--- config.mk ---
export PLATFORM = sky130hd
export DESIGN_NAME = fan_unit_response_deframer
export DESIGN_NICKNAME = d
export VERILOG_FILES = /design/src/hw/rtl/furd_pkg.sv /design/src/hw/rtl/furd_ram.sv /design/src/hw/rtl/furd_ctrl.sv /design/src/hw/rtl/furd_dp.sv /design/src/hw/rtl/fan_unit_response_deframer.sv
export SDC_FILE = /design/constraint.sdc
export NUM_CORES = 1
export LEC_CHECK = 0
export BUFFER_PORTS_ARGS = -buffer_cell sky130_fd_sc_hd__buf_2
export CORE_UTILIZATION = 35
export CTS_CLUSTER_DIAMETER = 50
export DETAILED_ROUTE_END_ITERATION = 16
export MAX_ROUTING_LAYER = met4
export PLACE_DENSITY_LB_ADDON = 0.05
export SYNTH_ARGS = -nofsm -noshare
export SYNTH_HDL_FRONTEND = slang
export SYNTH_HIERARCHICAL = 1
export SYNTH_SLANG_ARGS = --single-unit
--- constraint.sdc ---
create_clock -name clk -period 15.8 [get_ports clk]
set_input_delay 0 -clock clk [delete_from_list [all_inputs] [get_ports clk]]
set_output_delay 0 -clock clk [all_outputs]
set_load 0.005 [all_outputs]
--- src/hw/rtl/furd_pkg.sv ---
// ----------------------------------------------------------------------------
// furd_pkg
// Shared types and constants of the fan unit response deframer.
// ----------------------------------------------------------------------------
package furd_pkg;

	localparam int MAX_UNITS_DEF = 32;

	localparam int BYTE_W  = 8;
	localparam int POS_W   = 8;
	localparam int IDX_W   = 5;
	localparam int UCNT_W  = 6;
	localparam int CIDX_W  = 2;
	localparam int TDATA_W = 64;
	localparam int TUSER_W = 3;

	localparam logic [BYTE_W-1:0] MODE_STATE_A = 8'h8A;
	localparam logic [BYTE_W-1:0] MODE_STATE_B = 8'h87;
	localparam logic [BYTE_W-1:0] MODE_SPEED_A = 8'h89;
	localparam logic [BYTE_W-1:0] MODE_SPEED_B = 8'h84;

	localparam logic [POS_W-1:0] LEN_BASE    = 8'd7;
	localparam logic [POS_W-1:0] LEN_SPEED   = 8'd10;
	localparam logic [POS_W-1:0] PAYLOAD_OFS = 8'd5;

	localparam logic [BYTE_W-1:0] RST_START_CODE = 8'd2;
	localparam logic [BYTE_W-1:0] RST_END_CODE   = 8'd3;
	localparam logic [UCNT_W-1:0] RST_UNIT_COUNT = 6'd1;

	typedef enum logic [CIDX_W-1:0] {
		CFG_UNIT_COUNT = 2'd0,
		CFG_START_CODE = 2'd1,
		CFG_END_CODE   = 2'd2
	} cfg_idx_t;

	typedef enum logic [2:0] {
		STAT_UNIT      = 3'd0,
		STAT_SPEED     = 3'd1,
		STAT_BAD_FRAME = 3'd2,
		STAT_BAD_SUM   = 3'd3,
		STAT_BAD_MODE  = 3'd4
	} status_t;

	typedef enum logic [1:0] {
		S_HUNT,
		S_COLLECT,
		S_READ,
		S_LOAD
	} fsm_state_t;

	typedef struct packed {
		logic start;
		logic take;
		logic load_single;
		logic rd_en;
		logic load_rec;
	} ctrl_cmd_t;

	typedef struct packed {
		logic sc_match;
		logic at_end;
		logic good_state;
		logic out_free;
		logic last_rec;
	} dp_stat_t;

endpackage

--- src/hw/rtl/furd_ram.sv ---
// ----------------------------------------------------------------------------
// furd_ram
// Generic single write port, single read port RAM with registered read.
// ----------------------------------------------------------------------------
module furd_ram #(
	parameter int WIDTH = 32,
	parameter int DEPTH = 32,
	parameter int AW    = (DEPTH > 1) ? $clog2(DEPTH) : 1
) (
	input  logic             clk,
	input  logic             we,
	input  logic [AW-1:0]    waddr,
	input  logic [WIDTH-1:0] wdata,
	input  logic             re,
	input  logic [AW-1:0]    raddr,
	output logic [WIDTH-1:0] rdata
);

	logic [WIDTH-1:0] mem_q [DEPTH];
	logic [WIDTH-1:0] rdata_q;

	always_ff @(posedge clk) begin
		if (we) begin
			mem_q[waddr] <= wdata;
		end
		if (re) begin
			rdata_q <= mem_q[raddr];
		end
	end

	assign rdata = rdata_q;

endmodule

--- src/hw/rtl/furd_ctrl.sv ---
// ----------------------------------------------------------------------------
// furd_ctrl
// Frame controller: hunting, collecting and record emission sequencing.
// ----------------------------------------------------------------------------
module furd_ctrl (
	input  logic                 clk,
	input  logic                 arst_n,
	input  logic                 s_tvalid,
	output logic                 s_tready,
	input  furd_pkg::dp_stat_t   stat,
	output furd_pkg::ctrl_cmd_t  cmd
);

	furd_pkg::fsm_state_t state_q;
	furd_pkg::fsm_state_t state_n;
	logic                 acc;

	assign acc = s_tvalid & s_tready;

	always_ff @(posedge clk or negedge arst_n) begin
		if (!arst_n) begin
			state_q <= furd_pkg::S_HUNT;
		end else begin
			state_q <= state_n;
		end
	end

	always_comb begin
		state_n = state_q;
		unique case (state_q)
			furd_pkg::S_HUNT: begin
				if (s_tvalid && stat.sc_match) begin
					state_n = furd_pkg::S_COLLECT;
				end
			end
			furd_pkg::S_COLLECT: begin
				if (acc && stat.at_end) begin
					state_n = stat.good_state ? furd_pkg::S_READ : furd_pkg::S_HUNT;
				end
			end
			furd_pkg::S_READ: begin
				state_n = furd_pkg::S_LOAD;
			end
			furd_pkg::S_LOAD: begin
				if (stat.out_free) begin
					state_n = stat.last_rec ? furd_pkg::S_HUNT : furd_pkg::S_READ;
				end
			end
			default: begin
				state_n = furd_pkg::S_HUNT;
			end
		endcase
	end

	always_comb begin
		s_tready = 1'b0;
		cmd      = '0;
		unique case (state_q)
			furd_pkg::S_HUNT: begin
				s_tready  = 1'b1;
				cmd.start = s_tvalid & stat.sc_match;
			end
			furd_pkg::S_COLLECT: begin
				// end byte may need the output register
				s_tready        = !stat.at_end || stat.out_free;
				cmd.take        = acc & !stat.at_end;
				cmd.load_single = acc & stat.at_end & !stat.good_state;
			end
			furd_pkg::S_READ: begin
				cmd.rd_en = 1'b1;
			end
			furd_pkg::S_LOAD: begin
				cmd.load_rec = stat.out_free;
			end
			default: begin
				s_tready = 1'b0;
			end
		endcase
	end

`ifndef NO_ASSERTIONS
	a_read_then_load: assert property (@(posedge clk) disable iff (!arst_n)
		(state_q == furd_pkg::S_READ) |=> (state_q == furd_pkg::S_LOAD))
		else $error("read not followed by load");

	a_load_holds: assert property (@(posedge clk) disable iff (!arst_n)
		(state_q == furd_pkg::S_LOAD) && !stat.out_free |=> (state_q == furd_pkg::S_LOAD))
		else $error("record dropped while output busy");

	a_no_input_in_emit: assert property (@(posedge clk) disable iff (!arst_n)
		(state_q == furd_pkg::S_READ) || (state_q == furd_pkg::S_LOAD) |-> !s_tready)
		else $error("input taken during record emission");
`endif

endmodule

--- src/hw/rtl/furd_dp.sv ---
// ----------------------------------------------------------------------------
// furd_dp
// Deframer datapath: config, frame registers, checksum, payload RAM, output.
// ----------------------------------------------------------------------------
module furd_dp #(
	parameter int MAX_UNITS = furd_pkg::MAX_UNITS_DEF
) (
	input  logic                              clk,
	input  logic                              arst_n,
	input  logic                              cfg_we,
	input  logic [furd_pkg::CIDX_W-1:0]       cfg_index,
	input  logic [furd_pkg::BYTE_W-1:0]       cfg_data,
	input  logic [furd_pkg::BYTE_W-1:0]       s_tdata,
	input  logic                              m_tready,
	output logic                              m_tvalid,
	output logic [furd_pkg::TDATA_W-1:0]      m_tdata,
	output logic [furd_pkg::TUSER_W-1:0]      m_tuser,
	output logic                              m_tlast,
	input  furd_pkg::ctrl_cmd_t               cmd,
	output furd_pkg::dp_stat_t                stat
);

	localparam int AW   = (MAX_UNITS > 1) ? $clog2(MAX_UNITS) : 1;
	localparam int UN_W = $clog2(MAX_UNITS + 1);
	localparam int BW   = furd_pkg::BYTE_W;
	localparam int PW   = furd_pkg::POS_W;

	logic [furd_pkg::UCNT_W-1:0] unit_count_q;
	logic [BW-1:0]               start_code_q;
	logic [BW-1:0]               end_code_q;

	logic [PW-1:0]   pos_q;
	logic [PW-1:0]   len_q;
	logic [BW-1:0]   sum_q;
	logic [BW-1:0]   mode1_q;
	logic [BW-1:0]   mode2_q;
	logic [UN_W-1:0] units_q;
	logic [AW-1:0]   rec_q;
	logic [BW-1:0]   asm_q [3];

	logic                        out_valid_q;
	furd_pkg::status_t           out_status_q;
	logic [furd_pkg::IDX_W-1:0]  out_index_q;
	logic [4*BW-1:0]             out_rec_q;
	logic [3*BW-1:0]             out_spd_q;
	logic                        out_last_q;

	logic [PW:0]     pos_p1;
	logic [PW:0]     pos_p2;
	logic [PW-1:0]   pay_idx;
	logic [UN_W-1:0] units_n;
	logic [PW-1:0]   len_n;
	logic            is_state;
	logic            is_speed;
	logic            out_free;
	logic            last_rec;
	logic            ram_we;
	logic [4*BW-1:0] ram_rdata;
	furd_pkg::status_t end_status;

	assign pos_p1  = {1'b0, pos_q} + (PW+1)'(1);
	assign pos_p2  = {1'b0, pos_q} + (PW+1)'(2);
	assign pay_idx = pos_q - furd_pkg::PAYLOAD_OFS;

	assign is_state = (mode1_q == furd_pkg::MODE_STATE_A) && (mode2_q == furd_pkg::MODE_STATE_B);
	assign is_speed = (mode1_q == furd_pkg::MODE_SPEED_A) && (mode2_q == furd_pkg::MODE_SPEED_B);

	// unit count saturated to 1..MAX_UNITS
	always_comb begin
		if (unit_count_q == '0) begin
			units_n = UN_W'(1);
		end else if ({1'b0, unit_count_q} > (furd_pkg::UCNT_W+1)'(MAX_UNITS)) begin
			units_n = UN_W'(MAX_UNITS);
		end else begin
			units_n = UN_W'(unit_count_q);
		end
	end

	always_comb begin
		if ((mode1_q == furd_pkg::MODE_STATE_A) && (s_tdata == furd_pkg::MODE_STATE_B)) begin
			len_n = furd_pkg::LEN_BASE + (PW'(units_n) << 2);
		end else if ((mode1_q == furd_pkg::MODE_SPEED_A) &&
		             (s_tdata == furd_pkg::MODE_SPEED_B)) begin
			len_n = furd_pkg::LEN_SPEED;
		end else begin
			len_n = furd_pkg::LEN_BASE;
		end
	end

	always_comb begin
		if (s_tdata != end_code_q) begin
			end_status = furd_pkg::STAT_BAD_FRAME;
		end else if (sum_q != '0) begin
			end_status = furd_pkg::STAT_BAD_SUM;
		end else if (is_state) begin
			end_status = furd_pkg::STAT_UNIT;
		end else if (is_speed) begin
			end_status = furd_pkg::STAT_SPEED;
		end else begin
			end_status = furd_pkg::STAT_BAD_MODE;
		end
	end

	assign out_free = !out_valid_q || m_tready;
	assign last_rec = (UN_W'(rec_q) + UN_W'(1)) == units_q;

	assign stat.sc_match   = (s_tdata == start_code_q);
	assign stat.at_end     = pos_p1 >= {1'b0, len_q};
	assign stat.good_state = (end_status == furd_pkg::STAT_UNIT);
	assign stat.out_free   = out_free;
	assign stat.last_rec   = last_rec;

	// configuration
	always_ff @(posedge clk or negedge arst_n) begin
		if (!arst_n) begin
			unit_count_q <= furd_pkg::RST_UNIT_COUNT;
			start_code_q <= furd_pkg::RST_START_CODE;
			end_code_q   <= furd_pkg::RST_END_CODE;
		end else if (cfg_we) begin
			unique case (cfg_index)
				furd_pkg::CFG_UNIT_COUNT: unit_count_q <= cfg_data[furd_pkg::UCNT_W-1:0];
				furd_pkg::CFG_START_CODE: start_code_q <= cfg_data;
				furd_pkg::CFG_END_CODE:   end_code_q   <= cfg_data;
				default: begin
				end
			endcase
		end
	end

	// frame tracking
	always_ff @(posedge clk or negedge arst_n) begin
		if (!arst_n) begin
			pos_q   <= '0;
			len_q   <= furd_pkg::LEN_BASE;
			sum_q   <= '0;
			mode1_q <= '0;
			mode2_q <= '0;
			units_q <= UN_W'(1);
			rec_q   <= '0;
		end else begin
			if (cmd.start) begin
				pos_q <= PW'(1);
				len_q <= furd_pkg::LEN_BASE;
				sum_q <= '0;
				rec_q <= '0;
			end else if (cmd.take) begin
				if (pos_q == PW'(1)) begin
					mode1_q <= s_tdata;
				end
				if (pos_q == PW'(2)) begin
					mode2_q <= s_tdata;
					len_q   <= len_n;
					units_q <= units_n;
				end
				if (pos_p2 < {1'b0, len_q}) begin
					sum_q <= sum_q + s_tdata;
				end else begin
					sum_q <= sum_q - s_tdata;
				end
				pos_q <= pos_p1[PW-1:0];
			end
			if (cmd.load_rec) begin
				rec_q <= rec_q + AW'(1);
			end
		end
	end

	// payload gathering, four bytes per record word
	assign ram_we = cmd.take && (pos_q >= furd_pkg::PAYLOAD_OFS) &&
	                (pos_p2 < {1'b0, len_q}) && (pay_idx[1:0] == 2'd3);

	always_ff @(posedge clk) begin
		if (cmd.take && (pos_q >= furd_pkg::PAYLOAD_OFS) && (pos_p2 < {1'b0, len_q})) begin
			case (pay_idx[1:0])
				2'd0: asm_q[0] <= s_tdata;
				2'd1: asm_q[1] <= s_tdata;
				2'd2: asm_q[2] <= s_tdata;
				default: begin
				end
			endcase
		end
	end

	furd_ram #(
		.WIDTH (4 * BW),
		.DEPTH (MAX_UNITS),
		.AW    (AW)
	) u_payload_ram (
		.clk   (clk),
		.we    (ram_we),
		.waddr (pay_idx[AW+1:2]),
		.wdata ({s_tdata, asm_q[2], asm_q[1], asm_q[0]}),
		.re    (cmd.rd_en),
		.raddr (rec_q),
		.rdata (ram_rdata)
	);

	// output register
	always_ff @(posedge clk or negedge arst_n) begin
		if (!arst_n) begin
			out_valid_q <= 1'b0;
		end else if (cmd.load_single || cmd.load_rec) begin
			out_valid_q <= 1'b1;
		end else if (m_tready) begin
			out_valid_q <= 1'b0;
		end
	end

	always_ff @(posedge clk) begin
		if (cmd.load_single) begin
			out_status_q <= end_status;
			out_index_q  <= '0;
			out_rec_q    <= '0;
			out_spd_q    <= (end_status == furd_pkg::STAT_SPEED) ?
			                {asm_q[2], asm_q[1], asm_q[0]} : '0;
			out_last_q   <= 1'b1;
		end else if (cmd.load_rec) begin
			out_status_q <= furd_pkg::STAT_UNIT;
			out_index_q  <= furd_pkg::IDX_W'(rec_q);
			out_rec_q    <= ram_rdata;
			out_spd_q    <= '0;
			out_last_q   <= last_rec;
		end
	end

	assign m_tvalid = out_valid_q;
	assign m_tuser  = out_status_q;
	assign m_tlast  = out_last_q;
	assign m_tdata  = {3'b000, out_spd_q, out_rec_q, out_index_q};

`ifndef NO_ASSERTIONS
	a_load_when_free: assert property (@(posedge clk) disable iff (!arst_n)
		(cmd.load_single || cmd.load_rec) |-> out_free)
		else $error("output register overwritten");

	a_rec_in_range: assert property (@(posedge clk) disable iff (!arst_n)
		cmd.load_rec |-> (UN_W'(rec_q) < units_q))
		else $error("record index beyond unit count");

	a_take_before_end: assert property (@(posedge clk) disable iff (!arst_n)
		cmd.take |-> (pos_p1 < {1'b0, len_q}))
		else $error("end byte taken as frame data");
`endif

endmodule

--- src/hw/rtl/fan_unit_response_deframer.sv ---
// ----------------------------------------------------------------------------
// fan_unit_response_deframer
// Deframes fan unit controller replies into unit, speed and status results.
// ----------------------------------------------------------------------------
// Bytes are taken one per cycle while hunting for the start code and while a
// frame is collected. The end byte of a bad, speed or unknown-mode frame gives
// one result at once and is taken only when the output register is free. The
// end byte of a good state frame starts record emission: each of the N unit
// records is a payload RAM read (S_READ), then an output load (S_LOAD) that
// waits for a free output register, and no byte is taken until the last
// record is loaded. The payload RAM needs no clearing pass after reset.
module fan_unit_response_deframer #(
	parameter int MAX_UNITS = furd_pkg::MAX_UNITS_DEF
) (
	input  logic                          clk,
	input  logic                          arst_n,
	input  logic                          cfg_we,
	input  logic [furd_pkg::CIDX_W-1:0]   cfg_index,
	input  logic [furd_pkg::BYTE_W-1:0]   cfg_data,
	input  logic                          s_tvalid,
	output logic                          s_tready,
	input  logic [furd_pkg::BYTE_W-1:0]   s_tdata,  // rx_byte
	output logic                          m_tvalid,
	input  logic                          m_tready,
	// unit_index, blower_id, present_value, alarm_code, setting_value,
	// range_start, range_end, accept_flag, zero fill
	output logic [furd_pkg::TDATA_W-1:0]  m_tdata,
	output logic [furd_pkg::TUSER_W-1:0]  m_tuser,  // status
	output logic                          m_tlast
);

	furd_pkg::ctrl_cmd_t cmd;
	furd_pkg::dp_stat_t  stat;

	furd_ctrl u_ctrl (
		.clk      (clk),
		.arst_n   (arst_n),
		.s_tvalid (s_tvalid),
		.s_tready (s_tready),
		.stat     (stat),
		.cmd      (cmd)
	);

	furd_dp #(
		.MAX_UNITS (MAX_UNITS)
	) u_dp (
		.clk       (clk),
		.arst_n    (arst_n),
		.cfg_we    (cfg_we),
		.cfg_index (cfg_index),
		.cfg_data  (cfg_data),
		.s_tdata   (s_tdata),
		.m_tready  (m_tready),
		.m_tvalid  (m_tvalid),
		.m_tdata   (m_tdata),
		.m_tuser   (m_tuser),
		.m_tlast   (m_tlast),
		.cmd       (cmd),
		.stat      (stat)
	);

endmodule
# == Yosys cells after proc, flatten, opt, wreduce, memory -nomap -nowiden ==
# Memory sizes are Yosys's and may differ from the RTL's. A register that Yosys moved wholly into a read port is not among the register bits.
# Cells that the tools add are included.
# word_totals
ff_bits,141
ramBits,1048
in_bits,23
output_inout_bits,70
elab_cells,148
mem_count,2
# classes
n_addsub,8
order_cmp,4
n_eq_ne,23
mux,53
bitwise_logic,6
reduce_logical,35
# memory_table
memory,depth,word_bits,rd,rd_clocked_by_memory_dff,write_ports,line_no,source
u_dp.u_payload_ram.mem_q,32,32,1,1,1,furd_ram.sv:19,logic [WIDTH-1:0] mem_q [DEPTH];
u_dp.asm_q,3,8,3,0,1,furd_dp.sv:39,logic [BW-1:0] asm_q [3];
# ops
op,count
two-way mux 8 bit,11
two-way mux 24 bit,3
== test 8 bit (second input constant),6
two-way mux 1 bit,18
two-way mux 3 bit,6
two-way mux 2 bit,8
OR reduction 8 bit,2
two-way mux 6 bit,2
== test 2 bit (second input constant),5
two-way mux 5 bit,2
nonzero test 2 bit,5
adder 8 x 1 -> 9 bit (second input constant),1
adder 8 x 2 -> 9 bit (second input constant),1
>= comparator 9 x 8 -> 1 bit,1
logical AND 1 bit,9
less-than comparator 9 x 8 -> 1 bit,1
AND reduction 3 bit,3
adder 3 x 8 -> 8 bit (first input constant),1
adder 8 bit,1
== test 8 x 1 -> 1 bit (second input constant),1
== test 8 x 2 -> 1 bit (second input constant),1
== test 8 bit,1
>= comparator 8 x 3 -> 1 bit (second input constant),1
inequality test 8 bit,1
other kinds (21),38

# == Logic depth before layout (Yosys ltp) ==
# logic_depth
depth_word,17
depth_mapped,19
mapped_depth_nobuf,17

# == Cells and area by module ==
# Netlist, hierarchy kept.
# modules_own_cells
module,n_inst,cells_per_inst,area_each_um2,seq_area_each_um2
furd_ram,1,2260,40805.4,31710.4
furd_dp,1,671,7683.6,4127.7
furd_ctrl,1,19,163.9,50.0

# == Least setup slack after synthesis ==
# No wires, ideal clock.
# synth_timing
path_type,register -> register
start,register u_dp.pos_q[0]
end,"memory u_dp.u_payload_ram.mem_q[12][0], enable pin"
setup_ps,421
arrival_ps,4865
t_required_ps,15379
path_slack_ps,10514
path_stages_with_launch,16
n_path_buf,2
synth_period_minus_slack_ps,5286
path_cell_list,dfrtp_1 > ha_1 > xor2_1 > ha_1 > a31o_2 > a21o_1 > a21o_1 > a21oi_1 > o211ai_1 > and4bb_2 > clkbuf_1 > and3_1 > and2_1 > or3b_2 > clkbuf_1 > nor2_1
# synth_rtl
element,line_no,source
start: declaration,furd_dp.sv:32,logic [PW-1:0] pos_q;
start signal: assignment,furd_dp.sv:160,pos_q <= pos_p1[PW-1:0];
end: declaration,furd_ram.sv:19,

==> results.rst <==
.. list-table::
   :header-rows: 1

   * - Metric
     - Value
   * - Cts repair resizes
     - 0
   * - Wire length of the first global-routing pass
     - 208000 um
   * - H-tree Lvls
     - 4
   * - Fraction of final layout cells sized beyond drive strength 1
     - 15.2%
   * - Worst-margin pin slew
     - approximately 1.4 ns
   * - Start-to-end type of the worst setup path
     - flip-flop to flip-flop
   * - Buffers from clock root to sink, at most
     - 3
   * - Vertical die dimension
     - 375 um
   * - Number of pins exceeding their max-slew limit in the final report
     - 0
   * - Aggregate routed wire length
     - between 100000 and 150000 um
   * - Setup clock skew after layout
     - 0.0262 ns
   * - Critical register-to-register path startpoint
     - u_dp/pos_q[0]
   * - Instance count along the most critical hold path
     - 3
   * - Core utilization of the finished layout
     - 41.2%
   * - CTS Root Buffer Type
     - sky130_fd_sc_hd__clkbuf_16
   * - Number of nets with antenna violations after routing
     - 0
   * - Final setup violation count
     - 0
   * - Total power consumption of the routed design
     - 7.83 mW
   * - Remaining design rule violation count
     - 0
   * - Number of cells on the worst reg-to-reg path
     - 13
   * - DP Worst Slack
     - just under 10 ns
   * - Maximum VDD drop
     - 99.8 uV
   * - Setup bufs post-CTS
     - 0
   * - Final period util
     - 36.8%
   * - Arrival time of the worst setup path
     - 6.18 ns
   * - Total CTS buffers
     - ~150
   * - Synthesized flop and latch total
     - roughly 1.2k
   * - Fin. Hold Viols
     - 0
   * - RSZ-0062 raised after global routing
     - false
   * - Largest net degree at the start of global routing
     - 129
   * - Minimum setup slack in the final design
     - 9.98 ns
   * - Most used cells in the layout excluding fill and tap cells
     - sky130_fd_sc_hd__edfxtp_1 (1107), sky130_fd_sc_hd__mux2i_1 (554), sky130_fd_sc_hd__clkbuf_16 (161)
   * - Synthesis warning total
     - 6
   * - TritonCTS clock tree
     - done
   * - Filler Cell Count
     - 12.4k
   * - Via density per instance
     - between 5 and 6
   * - First-pass detailed-route iteration total
     - 5
   * - Maximum frequency from static timing analysis
     - approximately 170 MHz
   * - Worst-path maximum fanout
     - 32
   * - Post-layout net count
     - 3189
   * - Post-route non-filler standard cell count
     - around 5.1k
   * - Detailed router's first-iteration violation count
     - around 2.3k
   * - Count of port buffers added during placement
     - 89
   * - Run status
     - complete, no violations
   * - Worst setup SP type
     - flip-flop
   * - Worst-case headroom to the max-slew limit
     - 7.02%
   * - Wirelength per Cell
     - 29.6 um
   * - Overall overflow remaining after global route
     - 0
   * - Aggregate global-route resource usage
     - 21.8%
   * - Final sum of negative setup slack
     - 0 ns
   * - IO Pins
     - between 90 and 100
   * - MaxCap Viol Count
     - 0
   * - Chip width
     - around 370 um
   * - TritonCTS Sinks
     - 1220
   * - Layout overhead on the synthesized area
     - 16.6%
   * - Worst min-delay path category
     - input port to flip-flop
   * - Mean instance size in the synthesized netlist
     - 16.5 um^2
   * - Total leakage power
     - 17.9 nW
   * - Synth Flop Type
     - sky130_fd_sc_hd__edfxtp_1
   * - Count of standard-cell rows
     - ~140
   * - Number of antenna violations at the first check in global routing
     - 15
   * - Post-route standard cell area excluding fillers
     - 0.0567 mm^2
   * - Required @ worst endpoint
     - around 16 ns
   * - Cell area after technology mapping
     - 0.0487 mm^2
   * - Placed instance area
     - 0.0513 mm^2
   * - Fraction of the yosys area taken by sequential cells
     - about three quarters
   * - Worst hold start
     - cfg_data[1]
   * - Via count
     - about 27k
   * - DP Cell Count
     - 4737
   * - Most common cell after layout, fill and taps aside
     - sky130_fd_sc_hd__edfxtp_1
   * - Core area
     - approximately 0.14 mm^2
   * - Total Die Area
     - 0.141 mm^2
   * - RD Place Congestion
     - 0.797
   * - Number of global-route vias before repair
     - 26.6k
   * - Origin of the worst setup path
     - u_dp/pos_q[0]
   * - Crit end category
     - flip-flop
   * - Cell count after synthesis
     - 2950
   * - Number of synthesized flops with an enable pin
     - about 1.1k
   * - Clock Latency Late Sink
     - 0.78 ns
   * - Share of synthesized flip-flops with an asynchronous set or reset
     - 6.15%
   * - Final worst hold slack
     - 0.0639 ns
   * - Clock slew at reported path FFs
     - 0.05 ns
   * - Pwr/cell area
     - between 100 and 150 mW/mm^2
   * - Tmin final
     - 5.82 ns
   * - Count of distinct cell types in the synthesized netlist
     - 68
   * - Initial core utilization
     - 35.3%
   * - HPWL after detailed placement
     - between 90000 and 100000 um
[critical path: stages (launching register included)]
cell and delay [ns]:
sky130_fd_sc_hd__dfrtp_1 0.56, sky130_fd_sc_hd__ha_1 0.29, sky130_fd_sc_hd__xor2_1 0.18, sky130_fd_sc_hd__ha_1 0.25, sky130_fd_sc_hd__a31o_2 0.23, sky130_fd_sc_hd__a21o_1 0.19, sky130_fd_sc_hd__a21o_1 0.17, sky130_fd_sc_hd__a21oi_1 0.16
sky130_fd_sc_hd__o211ai_1 0.18, sky130_fd_sc_hd__and4bb_2 0.65, sky130_fd_sc_hd__and3_1 0.27, sky130_fd_sc_hd__and2_1 0.25, sky130_fd_sc_hd__nand3_1 0.73, sky130_fd_sc_hd__nor2_4 1.27
[per-layer routing]
| metal | wire length [um] | part of all wire (%) | vias to the layer above | GRT usage (%) |
|---|---|---|---|---|
| li1 | - | - | 11800 | - |
| met1 | 65200 | 44 | 13900 | 28.1 |
| met2 | 72000 | 48 | 721 | 35.0 |
| met3 | 7900 | 5.3 | 189 | 3.81 |
| met4 | 4420 | 3.0 | 0 | 7.24 |
| met5 | 0 | 0 | - | - |
[area by class of cell]
class | instances | area [um^2] | area share [%]
clock buffer | 193 | 4200 | 7.40
inverter | 21 | 78.8 | 0.139
tap | 1794 | 2240 | 3.96
multi-input combinational | 1543 | 12000 | 21.2
sequential | 1220 | 35900 | 63.3
timing repair buffer | 192 | 1350 | 2.37
antenna | 1 | 2.50 | 0.00441
clock inverter | 93 | 911 | 1.61
[cells in the mapped netlist (all sizes together) (3+ instances only)]
cell type / n / area, um^2
nor3b: 4 / 30.0
a21o: 3 / 22.5
a31oi: 34 / 213
nand2b: 17 / 106
or4b: 3 / 33.8
nor4: 6 / 37.5
nor4b: 3 / 26.3
dfstp: 7 / 184
ha: 33 / 413
clkbuf: 75 / 289
nor2b: 12 / 75.1
dfrtp: 68 / 1700
a21oi: 110 / 551
a22o: 64 / 561
and2: 29 / 181
o21a: 4 / 30.0
nor3: 44 / 220
nor2: 103 / 387
a211o: 3 / 26.3
buf: 93 / 662
nand4: 9 / 56.3
or3: 5 / 31.3
and3: 6 / 37.5
dfxtp: 38 / 761
xor2: 22 / 193
xnor2: 33 / 289
nand3: 109 / 546
edfxtp: 1107 / 33200
inv: 21 / 78.8
mux2i: 554 / 5550
nand2: 134 / 503
mux2: 37 / 417
a22oi: 97 / 728
o21ai: 18 / 90.1
or3b: 3 / 26.3
nand3b: 9 / 67.6
[what timing repair did]
item / CTS / global route
endpoints found under the hold margin: 375 / 0
hold buffers: 33 / 0
endpoints found under the setup margin: 0 / 0
[final timing paths]
check | slack (ns) | endpoint
max | 9.98 | u_dp/u_payload_ram/mem_q[27][3]
min in group asynchronous | 0.40 | u_dp/unit_count_q[0]
min | 0.06 | u_dp/end_code_q[1]
min reg2reg | 0.48 | u_dp/mode1_q[7]
max in group asynchronous | 14.99 | u_dp/rec_q[0]
max reg2reg | 9.98 | u_dp/u_payload_ram/mem_q[27][3]
[state kept, by name (all words and copies together), names as in the netlist, 24 cells and up]
register / count
u_dp/asm_q: 24
u_dp/out_rec_q: 32
u_dp/out_spd_q: 24
u_dp/u_payload_ram/mem_q: 1024
u_dp/u_payload_ram/rdata: 32
[cells by family after synthesis]
group | count (synthesis) | share of synthesized area (%)
AO/OA/AOI/OAI | 353 | 4.92
AND/OR/NAND/NOR | 507 | 5.06
flip-flops | 1220 | 73.8
adder cells (fa/ha/maj) | 34 | 0.890
XOR/XNOR | 55 | 0.990
buffers and inverters | 189 | 2.12
multiplexers | 591 | 12.3
other | 1 | 0.00771
[power by group]
part | internal (mW) | switching [mW] | leakage (nW)
Clock | 2.12 | 1.38 | 2.49
Combinational | 0.270 | 0.422 | 4.24
Sequential | 3.58 | 0.0682 | 11.2
Note: power is estimated with default switching activity, not from simulation.
